$ cat src/hdl/ddlb_pkg.sv
`timescale 1ns / 1ps
`default_nettype none

package ddlb_pkg;

    localparam int MAX_DIGITS_DEF = 10;
    localparam int VALUE_W        = 32;
    localparam int COUNT_W        = 4;
    localparam int START_COL_W    = 7;
    localparam int ROW_W          = 6;
    localparam int CODE_W         = 6;
    localparam int COLUMN_W       = 8;
    localparam int FONT_W         = 5;
    localparam int BIT_CNT_W      = $clog2(VALUE_W);

    localparam logic [FONT_W-1:0] FONT_HEIGHT_RESET = 5'd16;
    localparam logic [CODE_W-1:0] CHAR_SPACE        = 6'd32;
    localparam logic [CODE_W-1:0] CHAR_ZERO         = 6'd48;
    localparam logic [CODE_W-1:0] CHAR_NINE         = 6'd57;

    typedef enum logic [1:0] {
        ST_IDLE,
        ST_CONVERT,
        ST_EMIT
    } state_t;

endpackage

`default_nettype wire

$ cat src/hdl/decimal_digits_with_leading_blanks.sv
// channel    direction  ports                                         handshake
// command    in         start, value, digit_count, start_column, row  start && !busy
// result     out        char_code, column, out_row, last              strobe, one cycle
// config     in         cfg_data                                      cfg_valid && cfg_ready
//
// an item first runs bit-serial double dabble (one value bit per cycle),
// then emits one word per digit position
// a digit count of zero leaves the block idle with no word
// rst_n clears the controller and sets font height to 16
// results cannot be stalled; busy holds off new commands until the last word
`timescale 1ns / 1ps
`default_nettype none

module decimal_digits_with_leading_blanks #(
    parameter int MAX_DIGITS = ddlb_pkg::MAX_DIGITS_DEF
) (
    input  wire logic                               clk,
    input  wire logic                               rst_n,
    input  wire logic                               start,
    output logic                                    busy,
    input  wire logic [ddlb_pkg::VALUE_W-1:0]       value,
    input  wire logic [ddlb_pkg::COUNT_W-1:0]       digit_count,
    input  wire logic [ddlb_pkg::START_COL_W-1:0]   start_column,
    input  wire logic [ddlb_pkg::ROW_W-1:0]         row,
    output logic                                    strobe,
    output logic [ddlb_pkg::CODE_W-1:0]             char_code,
    output logic [ddlb_pkg::COLUMN_W-1:0]           column,
    output logic [ddlb_pkg::ROW_W-1:0]              out_row,
    output logic                                    last,
    input  wire logic                               cfg_valid,
    output logic                                    cfg_ready,
    input  wire logic [ddlb_pkg::FONT_W-1:0]        cfg_data
);

    localparam int IDX_W = (MAX_DIGITS > 1) ? $clog2(MAX_DIGITS) : 1;
    localparam logic [ddlb_pkg::COUNT_W-1:0] MAX_CNT = ddlb_pkg::COUNT_W'(MAX_DIGITS);
    localparam logic [ddlb_pkg::BIT_CNT_W-1:0] LAST_BIT =
        ddlb_pkg::BIT_CNT_W'(ddlb_pkg::VALUE_W - 1);

    ddlb_pkg::state_t state_reg, state_next;

    logic [ddlb_pkg::BIT_CNT_W-1:0]  bit_cnt_reg, bit_cnt_next;
    logic [ddlb_pkg::VALUE_W-1:0]    value_reg, value_next;
    logic [MAX_DIGITS-1:0][3:0]      bcd_reg, bcd_next;
    logic [IDX_W-1:0]                idx_reg, idx_next;
    logic [ddlb_pkg::COLUMN_W-1:0]   col_reg, col_next;
    logic [ddlb_pkg::ROW_W-1:0]      row_reg, row_next;
    logic                            shown_reg, shown_next;
    logic [ddlb_pkg::FONT_W-1:0]     font_height_reg;

    logic                            accept;
    logic [ddlb_pkg::COUNT_W-1:0]    count_sat;
    logic [MAX_DIGITS-1:0][3:0]      bcd_adj;
    logic [MAX_DIGITS-1:0][3:0]      bcd_shift;
    logic [3:0]                      digit;
    logic                            blank;

    assign accept    = start && !busy;
    assign count_sat = (digit_count > MAX_CNT) ? MAX_CNT : digit_count;
    assign cfg_ready = 1'b1;

    // add-3 correction per digit, then shift the chain left by one bit
    always_comb
    begin
        for (int i = 0; i < MAX_DIGITS; i++)
        begin
            bcd_adj[i] = (bcd_reg[i] >= 4'd5) ? bcd_reg[i] + 4'd3 : bcd_reg[i];
        end
        bcd_shift[0] = {bcd_adj[0][2:0], value_reg[ddlb_pkg::VALUE_W-1]};
        for (int i = 1; i < MAX_DIGITS; i++)
        begin
            bcd_shift[i] = {bcd_adj[i][2:0], bcd_adj[i-1][3]};
        end
    end

    assign digit = bcd_reg[idx_reg];
    assign blank = !shown_reg && (idx_reg != '0) && (digit == 4'd0);

    // next state
    always_comb
    begin
        state_next = state_reg;
        unique case (state_reg)
            ddlb_pkg::ST_IDLE:
            begin
                if (accept && (count_sat != '0))
                begin
                    state_next = ddlb_pkg::ST_CONVERT;
                end
            end
            ddlb_pkg::ST_CONVERT:
            begin
                if (bit_cnt_reg == LAST_BIT)
                begin
                    state_next = ddlb_pkg::ST_EMIT;
                end
            end
            ddlb_pkg::ST_EMIT:
            begin
                if (idx_reg == '0)
                begin
                    state_next = ddlb_pkg::ST_IDLE;
                end
            end
            default:
            begin
                state_next = ddlb_pkg::ST_IDLE;
            end
        endcase
    end

    // outputs
    always_comb
    begin
        busy      = (state_reg != ddlb_pkg::ST_IDLE);
        strobe    = (state_reg == ddlb_pkg::ST_EMIT);
        last      = (idx_reg == '0);
        char_code = blank ? ddlb_pkg::CHAR_SPACE
                          : ddlb_pkg::CHAR_ZERO + ddlb_pkg::CODE_W'(digit);
        column    = col_reg;
        out_row   = row_reg;
    end

    // datapath
    always_comb
    begin
        bit_cnt_next = bit_cnt_reg;
        value_next   = value_reg;
        bcd_next     = bcd_reg;
        idx_next     = idx_reg;
        col_next     = col_reg;
        row_next     = row_reg;
        shown_next   = shown_reg;
        unique case (state_reg)
            ddlb_pkg::ST_IDLE:
            begin
                bit_cnt_next = '0;
                value_next   = value;
                bcd_next     = '0;
                idx_next     = IDX_W'(count_sat - 4'd1);
                col_next     = ddlb_pkg::COLUMN_W'(start_column);
                row_next     = row;
                shown_next   = 1'b0;
            end
            ddlb_pkg::ST_CONVERT:
            begin
                bit_cnt_next = bit_cnt_reg + ddlb_pkg::BIT_CNT_W'(1);
                value_next   = {value_reg[ddlb_pkg::VALUE_W-2:0], 1'b0};
                bcd_next     = bcd_shift;
            end
            ddlb_pkg::ST_EMIT:
            begin
                idx_next   = idx_reg - IDX_W'(1);
                col_next   = col_reg + ddlb_pkg::COLUMN_W'(font_height_reg[ddlb_pkg::FONT_W-1:1]);
                shown_next = shown_reg || !blank;
            end
            default:
            begin
                bit_cnt_next = bit_cnt_reg;
            end
        endcase
    end

    always_ff @(posedge clk or negedge rst_n)
    begin
        if (!rst_n)
        begin
            state_reg       <= ddlb_pkg::ST_IDLE;
            font_height_reg <= ddlb_pkg::FONT_HEIGHT_RESET;
        end
        else
        begin
            state_reg <= state_next;
            if (cfg_valid && cfg_ready)
            begin
                font_height_reg <= cfg_data;
            end
        end
    end

    always_ff @(posedge clk)
    begin
        bit_cnt_reg <= bit_cnt_next;
        value_reg   <= value_next;
        bcd_reg     <= bcd_next;
        idx_reg     <= idx_next;
        col_reg     <= col_next;
        row_reg     <= row_next;
        shown_reg   <= shown_next;
    end

endmodule

`default_nettype wire

$ cat config.mk
export PLATFORM = sky130hd
export DESIGN_NAME = decimal_digits_with_leading_blanks
export DESIGN_NICKNAME = d
export VERILOG_FILES = /design/src/hdl/ddlb_pkg.sv /design/src/hdl/decimal_digits_with_leading_blanks.sv
export SDC_FILE = /design/constraint.sdc
export NUM_CORES = 1
export LEC_CHECK = 0
export ABC_AREA = 1
export BUFFER_PORTS_ARGS = -buffer_cell sky130_fd_sc_hd__buf_2
export CAP_MARGIN = 40
export CORE_MARGIN = 4
export CORE_UTILIZATION = 40
export DETAILED_ROUTE_END_ITERATION = 16
export SLEW_MARGIN = 10
export SYNTH_ARGS = -nofsm -noshare
export SYNTH_HDL_FRONTEND = slang
export SYNTH_SLANG_ARGS = --single-unit
export TNS_END_PERCENT = 20
$ cat constraint.sdc
create_clock -name clk -period 4.25 [get_ports clk]
set_input_delay 0.6375 -clock clk [delete_from_list [all_inputs] [get_ports clk]]
set_output_delay 0.6375 -clock clk [all_outputs]
set_load 0.01 [all_outputs]
==> results of run 1 <==
==> worst max-delay path, stage by stage (launching register included) <==
cell      delay, ns
edfxtp_1       0.61
inv_1          0.25
nand3_1        0.18
nand3_1        0.10
nand3_1        0.10
nand2_1        0.08
nor2_2         0.10
nand3_2        0.10
buf_2          0.16
==> cells in the mapped netlist <==
master,count,area share
nor2_1,48,0.033
a21boi_1,1,0.0014
inv_1,67,0.045
nand3_1,30,0.027
buf_2,3,0.0027
dfstp_2,1,0.0047
xnor2_1,2,0.0032
o21ai_0,42,0.038
nand3_2,2,0.0036
fa_1,1,0.0036
nor4_1,1,0.0011
buf_8,1,0.0027
clkbuf_1,10,0.0068
nand4_1,1,0.0011
edfxtp_1,96,0.52
conb_1,1,0.00068
a31oi_1,2,0.0023
o211ai_1,2,0.0027
ha_1,27,0.061
xor2_1,5,0.0079
a21oi_1,31,0.028
nor3_1,6,0.0054
mux2_2,4,0.0081
nor2_2,4,0.0045
dfrtp_1,5,0.023
or2_2,1,0.0011
buf_6,2,0.0041
buf_4,4,0.0054
o21ai_1,12,0.011
nand2_1,181,0.12
inv_2,6,0.0041
nand2_2,4,0.0045
o22ai_1,1,0.0011
a211oi_1,6,0.0081
==> placed cells by master (no fill, tap or decap), drive strengths merged, types with 2 or more instances in the layout <==
| cell type | instances |
|---|---|
| a211oi | 6 |
| a21oi | 31 |
| a31oi | 2 |
| buf | 82 |
| clkbuf | 9 |
| clkinv | 4 |
| conb | 2 |
| dfrtp | 5 |
| edfxtp | 96 |
| ha | 27 |
| inv | 74 |
| mux2 | 4 |
| nand2 | 185 |
| nand3 | 32 |
| nor2 | 52 |
| nor3 | 6 |
| o211ai | 2 |
| o21ai | 54 |
| xnor2 | 2 |
| xor2 | 5 |
==> power breakdown <==
group          total, mW  leakage [nW]  switching (mW)  internal [mW]
Combinational       1.65          1.77            1.05          0.597
Clock              0.841         0.146           0.382          0.459
Sequential          1.92          1.10           0.229           1.70
==> kinds of logic after synthesis <==
kind of cell | count (synthesis) | synth area share
XOR/XNOR | 7 | 0.0111
buffers and inverters | 93 | 0.0712
AO/OA/AOI/OAI | 97 | 0.0924
other | 1 | 0.000677
adder cells (fa/ha/maj) | 28 | 0.0646
multiplexers | 4 | 0.00814
flip-flops | 102 | 0.548
AND/OR/NAND/NOR | 278 | 0.204
==> worst paths after layout <==
path | to | slack, ns | depth (start not counted)
worst min register to register | font_height_reg[1] | 0.52 | 1
worst max register to register | bcd_reg[8] | 2.05 | 5
worst max-delay path | char_code[4] | 1.59 | 8
worst min-delay path | font_height_reg[1] | 0.11 | 1
max in group asynchronous | font_height_reg[4] | 3.91 | 1
min in group clk | out_row[3] | 0.46 | 1
==> metrics by stage <==
stage | utilization | setup slack (ns) | cell area, sq um | power, mW
CTS | 0.476 | 1.59 | 6380 | 4.45
global placement | 0.452 | 2.03 | 6060 | 3.50
floorplan | - | 1.99 | 5540 | 3.14
finish | 0.476 | 1.59 | 6380 | 4.42
global route | 0.476 | 1.46 | 6380 | 4.84
detailed placement | 0.454 | 1.99 | 6090 | 3.59
==> layout make-up <==
cell class              instances  area share
repair buffers                 82      0.0690
multi-input cells             416       0.332
inverters                      73      0.0429
clock inverters                 7      0.0116
clock buffers                   9      0.0353
well taps                     176      0.0345
flip-flops and latches        102       0.475
==> metal layers <==
metal / up-vias / part of all wire / GRT usage
met5: - / 0 / 0
met4: 0 / 0.016 / 0.0421
met3: 19 / 0.049 / 0.0402
met2: 103 / 0.47 / 0.249
met1: 1991 / 0.46 / 0.205
li1: 2160 / - / -
==> metrics.txt, run 1 <==
leak pwr=3.02 nW; number of placed instances, taps included=849; post-route antenna net violation count=0; clock-pin slew on the worst setup and hold paths=0.07 ns; final setup TNS=0 ns; Ant. Diodes=0; RSZ-0062 raised after global routing=false; # Post-CTS Setup Buffers=0; Power Dens Cells=692 nW/um^2; CTS H-tree lvls=3; Resize count post-CTS=0; Longest Clk Path Bufs=2; I/O pin count=82; Layout area overhead=15.3%; Initial Util=0.413; Syn Std Cell Area=5540 sq um; max-slew violations=0; nature of the critical path startpoint=flop; FMAX=376 MHz; worst-margin pin slew=0.726 ns; max reg flops=40; initial antenna violation count=0; hpwl dp=8210 um; Die Area=15800 sq um; pin count of the biggest net entering global routing=59; port bufs=78; multi-input logic area=2120 sq um; clk_skew=0.00659 ns; CTS tree=built; peak supply drop=0.305 mV; Setup CP Type=reg2out; core area=13400 sq um; first-pass GRT wire length=20000 um; max-cap viol count=0; Die X=126 um; DIE HEIGHT=126 um; Vias/cell=4.94; TritonRoute pass-1 iters=5; crit path max fanout=12; fin crit share=0.625; sequential fraction of the synthesis area=0.548; Fill cells=1293; Rel. slew slack=0.515; fin cells=865; Sequential Area=3030 sq um; Syn Inst Count=610; share of cells above drive strength 1=0.174; DR DRC count=0; #FFs+latches synth=102; type of the worst min-delay path=in2async; worst skew pair latency=0.35 ns; YS warnings=0; crit path from=idx_reg[1]; distinct cell type count after synthesis=34; Reg-to-Reg Start=state_reg[0]; Routed Wire Length=11800 um; cts bufs inserted=9; count of final setup violators=0; CP endpoint kind=output port; GP Congestion=0.808; row count=42; Tot GR Track Use=0.153; GRT overflow=0; # clock sinks=102; vias=4273; nets=770; DRT iter0 DRCs=336; CTS root buffer=clkbuf_16; Worst Hold Margin=0.109 ns; arrival time at the worst endpoint=2.02 ns; final hold vios=0; wire per inst=13.6 um; Tmin final=2.66 ns; Post-CTS Hold Buffers=0; Synth Area per Inst=9.08 sq um; Crit path required time=3.61 ns; number of global-route vias before repair=4289; status=complete, no violations
No activity file was read; power rests on OpenSTA's default activity.
==> run 2, diff against run 1 <==
==> constraint.sdc (replaced) <==
create_clock -name clk -period 2.5 [get_ports clk]
set_input_delay 0.375 -clock clk [delete_from_list [all_inputs] [get_ports clk]]
set_output_delay 0.375 -clock clk [all_outputs]
set_load 0.01 [all_outputs]
==> run 2 against run 1 <==
Against the previous run:
- worst hold slack gained 0.092 ns
- final area increased by 0.22%
- first-iteration DRC count increased by 0.30%
- routed wire length down 2.2%
- via count decreased by 2.0%
- clock skew increased by 0.0015 ns
- sequential share of layout area fell by 0.10 points
- combinational power rose by 69%
- final cell count increased by 0.46%
- critical path depth unchanged
- critical endpoint unchanged
- largest cell class unchanged
==> metrics.txt, run 2 (synthesis gave the netlist of run 1 again) <==
# Post-CTS Setup Buffers=0; CP max stage delay=0.61 ns; GP Congestion=0.825; first-pass GRT wire length=19300 um; DIE HEIGHT=126 um; initial antenna violation count=0; Crit path depth=8; setup ws final=0.185 ns; FF-to-FF End=column[6]; Die Area=15800 sq um; DR DRC count=0; crit path from=idx_reg[1]; Fill cells=1288; Longest Clk Path Bufs=2; nature of the critical path startpoint=flop; Post-CTS Hold Buffers=1; Vias/cell=4.82; Resize count post-CTS=0; peak supply drop=0.670 mV; fin crit share=0.926; worst-case reg-to-reg path depth=8; Power Dens Cells=1150 nW/um^2; Initial Util=0.413; CP cell instances=inv_1, o211ai_1, nand3_1, nand3_1, nand2_2, inv_2, nand3_2, buf_2; worst skew pair latency=0.35 ns; CTS root buffer=clkbuf_16; nets=774; status=complete, no violations; final hold vios=0; clk_skew=0.00810 ns; leak pwr=3.03 nW; count of final setup violators=0; last element of the critical path=char_code[4]; Layout area overhead=15.6%; # clock sinks=102; worst slack, placed=0.545 ns; max-slew violations=0; number of global-route vias before repair=4152; cts bufs inserted=9; Reg-to-Reg Start=column[0]; clock-pin slew on the worst setup and hold paths=0.07 ns; row count=42; pin count of the biggest net entering global routing=71; share of cells above drive strength 1=0.176; FMAX=432 MHz; CP max-delay cell=edfxtp_1; commonest non-fill, non-tap cells in the layout=nand2_1, edfxtp_1, buf_2, inv_1, nor2_1; I/O pin count=82; hpwl dp=8180 um; DRT iter0 DRCs=337; CP delay by family, top=flip-flops; CP endpoint kind=output port; commonest non-fill, non-tap cell in the layout=nand2_1; vias=4186; Finished Core Util=0.477; arrival time at the worst endpoint=1.94 ns; Ant. Diodes=0; Crit path required time=2.12 ns; RSZ-0062 raised after global routing=false; wire per inst=13.2 um; CTS tree=built; final setup TNS=0 ns; max-cap viol count=0; type of the worst min-delay path=in2reg; Tot GR Track Use=0.149; crit path max fanout=12; GRT overflow=0; post-route antenna net violation count=0; Tmin final=2.32 ns; max reg flops=40; Routed Wire Length=11500 um; Setup CP Type=reg2out; Crit path buffers/inverters=3; Worst path most repeated cell=nand3_1; core area=13400 sq um; CTS H-tree lvls=3; port bufs=78; TritonRoute pass-1 iters=4; Die X=126 um; FF-to-FF setup slack=0.64 ns
## run 2: worst min-delay path by stage
stage	end	slack, ns	cells after the start	from
4_1_cts	out_row[5]	0.18	1	row[5]
6_report	out_row[5]	0.20	1	row[5]
5_1_grt	out_row[3]	0.18	1	row[3]
3_5_place_dp	state_reg[1]	0.22	1	rst_n
3_3_place_gp	state_reg[1]	0.21	1	rst_n
2_1_floorplan	font_height_reg[1]	0.08	0	rst_n
## run 2: cell type report
class                      instances  area (sq um)  share of cell area
sequential                       102          3030               0.474
multi-input combinational        416          2120               0.331
inverter                          73           274              0.0428
tap                              176           220              0.0344
timing repair buffer              86           485              0.0759
clock inverter                     6          38.8             0.00606
clock buffer                      10           229              0.0358
## run 2: report_power, final
part           switching (mW)  total (mW)  internal, mW
Clock                   0.615        1.29         0.672
Combinational            1.75        2.79          1.04
Sequential              0.397        3.28          2.89
Total                    2.77        7.36          4.59
## run 2: routing by layer
| metal | vias up | global-route usage | share of wire |
|---|---|---|---|
| met1 | 1905 | 0.195 | 0.46 |
| met3 | 19 | 0.0351 | 0.050 |
| met2 | 80 | 0.241 | 0.47 |
| met4 | 0 | 0.0536 | 0.021 |
| li1 | 2182 | - | - |
| met5 | - | 0 | 0 |
## run 2: stage by stage
step | total power, mW | instances | area, sq um | hold WS (ns)
3_3_place_gp | 5.95 | 851 | 6090 | 0.213
2_1_floorplan | 5.34 | 611 | 5540 | 0.0794
4_1_cts | 7.45 | 869 | 6400 | 0.183
5_1_grt | 8.03 | 869 | 6400 | 0.182
6_report | 7.36 | 869 | 6400 | 0.201
3_5_place_dp | 6.12 | 852 | 6120 | 0.222
==> run 3, diff against run 2 <==
--- a/config.mk
+++ b/config.mk
@@ -6,11 +6,12 @@
 export NUM_CORES = 1
 export LEC_CHECK = 0
 export ABC_AREA = 1
-export BUFFER_PORTS_ARGS = -buffer_cell sky130_fd_sc_hd__buf_2
+export BUFFER_PORTS_ARGS = -buffer_cell sky130_fd_sc_hd__buf_4
 export CAP_MARGIN = 40
 export CORE_MARGIN = 4
-export CORE_UTILIZATION = 40
+export CORE_UTILIZATION = 51
 export DETAILED_ROUTE_END_ITERATION = 16
+export PLACE_DENSITY = 0.73
 export SLEW_MARGIN = 10
 export SYNTH_ARGS = -nofsm -noshare
 export SYNTH_HDL_FRONTEND = slang
==> run 3 against run 2 <==
Against the previous run:
- fmax rose by 1.3%
- core utilization grew 14 points
- register-to-register slack about the same
- count of clock-buffer cells in the layout unchanged
- via count grew 2.1%
- critical path type unchanged
==> metrics.txt, run 3 (synthesis gave the netlist of run 1 again) <==
status=complete, no violations; worst-margin pin slew=0.525 ns; GRT overflow=0; max-cap viol count=0; Layout area overhead=16.7%; Rel. slew slack=0.650; leak pwr=3.06 nW; CTS tree=built; max reg flops=40; row count=37; core area=10500 sq um; CP cell instances=buf_4, nor3_1, or2_2, nor2_2, nand3_2, buf_4; Worst path most repeated cell=buf_4; GP Congestion=0.802; beginning of the worst hold path=row[2]; final setup TNS=0 ns; final hold vios=0; Die Area=12600 sq um; I/O pin count=82; port bufs=78; Reg-to-Reg Start=column[1]; post-route antenna net violation count=0; met1 Use GR=0.230; gr busiest metal=met2; worst skew pair latency=0.39 ns; cts bufs inserted=9; TritonRoute pass-1 iters=5; FMAX=438 MHz; fin crit share=0.914; Longest Clk Path Bufs=2; Routed Wire Length=11200 um; RSZ-0062 raised after global routing=false; commonest non-fill, non-tap cells in the layout=nand2_1, edfxtp_1, buf_4, inv_1, nor2_1; clock-pin slew on the worst setup and hold paths=0.10 ns; arrival time at the worst endpoint=1.91 ns; Vias/cell=5.14; Setup CP Type=reg2out; nets=777; grt met2 use=0.314; pin count of the biggest net entering global routing=42; CTS H-tree lvls=3; clk_skew=0.00812 ns; grt met3 use=0.0544; vias=4274; DRT iter0 DRCs=335; number of global-route vias before repair=4169; wire per inst=13.5 um; CP max-delay cell=edfxtp_1; count of final setup violators=0; DIE HEIGHT=112 um; peak supply drop=0.804 mV; type of the worst min-delay path=in2reg; final instance area=6460 sq um; first-pass GRT wire length=19000 um; max-slew violations=0; initial antenna violation count=0; Crit path required time=2.12 ns; dpl cell area=6250 sq um; share of cells above drive strength 1=0.181; CTS root buffer=clkbuf_8; Power Dens Cells=1110 nW/um^2; DR DRC count=0; hpwl dp=7950 um; commonest non-fill, non-tap cell in the layout=nand2_1; Ant. Diodes=0; Tot GR Track Use=0.185; crit path from=idx_reg[0]; Finished Core Util=0.618; crit path max fanout=28; # clock sinks=102; CP max stage delay=0.44 ns; Initial Util=0.529; CP endpoint kind=output port; Tmin final=2.28 ns; Die X=112 um; nature of the critical path startpoint=flop
## run 3: path summary, 6_finish.rpt
kind	endpoint	slack [ns]	cells after the start
min	out_row[2]	0.16	1
max reg2reg	column[5]	0.65	7
min reg2reg	font_height_reg[3]	0.53	1
max in group asynchronous	font_height_reg[4]	1.97	2
min in group asynchronous	font_height_reg[1]	0.33	2
max	char_code[4]	0.22	6
## run 3: worst max-delay path: cells and delay by family (launching register included)
family	cells	cell delay (ns)
buffers and inverters	2	0.37
AND/OR/NAND/NOR	4	0.73
flip-flops	1	0.44
## run 3: layout make-up
| cell class | instances | area, sq um |
|---|---|---|
| clock buffers | 10 | 128 |
| clock inverters | 6 | 51.3 |
| fillers | 904 | 4000 |
| inverters | 73 | 278 |
| multi-input cells | 416 | 2120 |
| flip-flops and latches | 102 | 3030 |
| well taps | 136 | 170 |
| repair buffers | 89 | 683 |
## run 3: repair_timing
action                     CTS  global route
hold endpoints to repair     6             0
buffers inserted             0             2
hold buffers                 1             0
resized for setup            0             1
setup endpoints to repair    0             1
## run 3: layer usage
metal	vias to the layer above	wire length (um)
met5	-	0
met4	0	129
met3	13	766
met2	136	5500
met1	1945	4850
li1	2180	-
## run 3: report_power, final
group | internal [mW] | switching (mW) | total, mW
combinational | 1.12 | 1.78 | 2.90
sequential | 2.88 | 0.395 | 3.28
clock | 0.383 | 0.621 | 1.00
## run 3: per-stage QoR
step / setup WS (ns) / hold WS (ns) / std cells / total power, mW
after floorplan: 0.241 / 0.0794 / 611 / 5.34
after global placement: 0.594 / 0.185 / 812 / 6.00
after detailed placement: 0.571 / 0.186 / 813 / 6.19
after CTS: 0.135 / 0.137 / 830 / 7.21
after global routing: 0.0826 / 0.124 / 832 / 7.86
final: 0.215 / 0.158 / 832 / 7.18
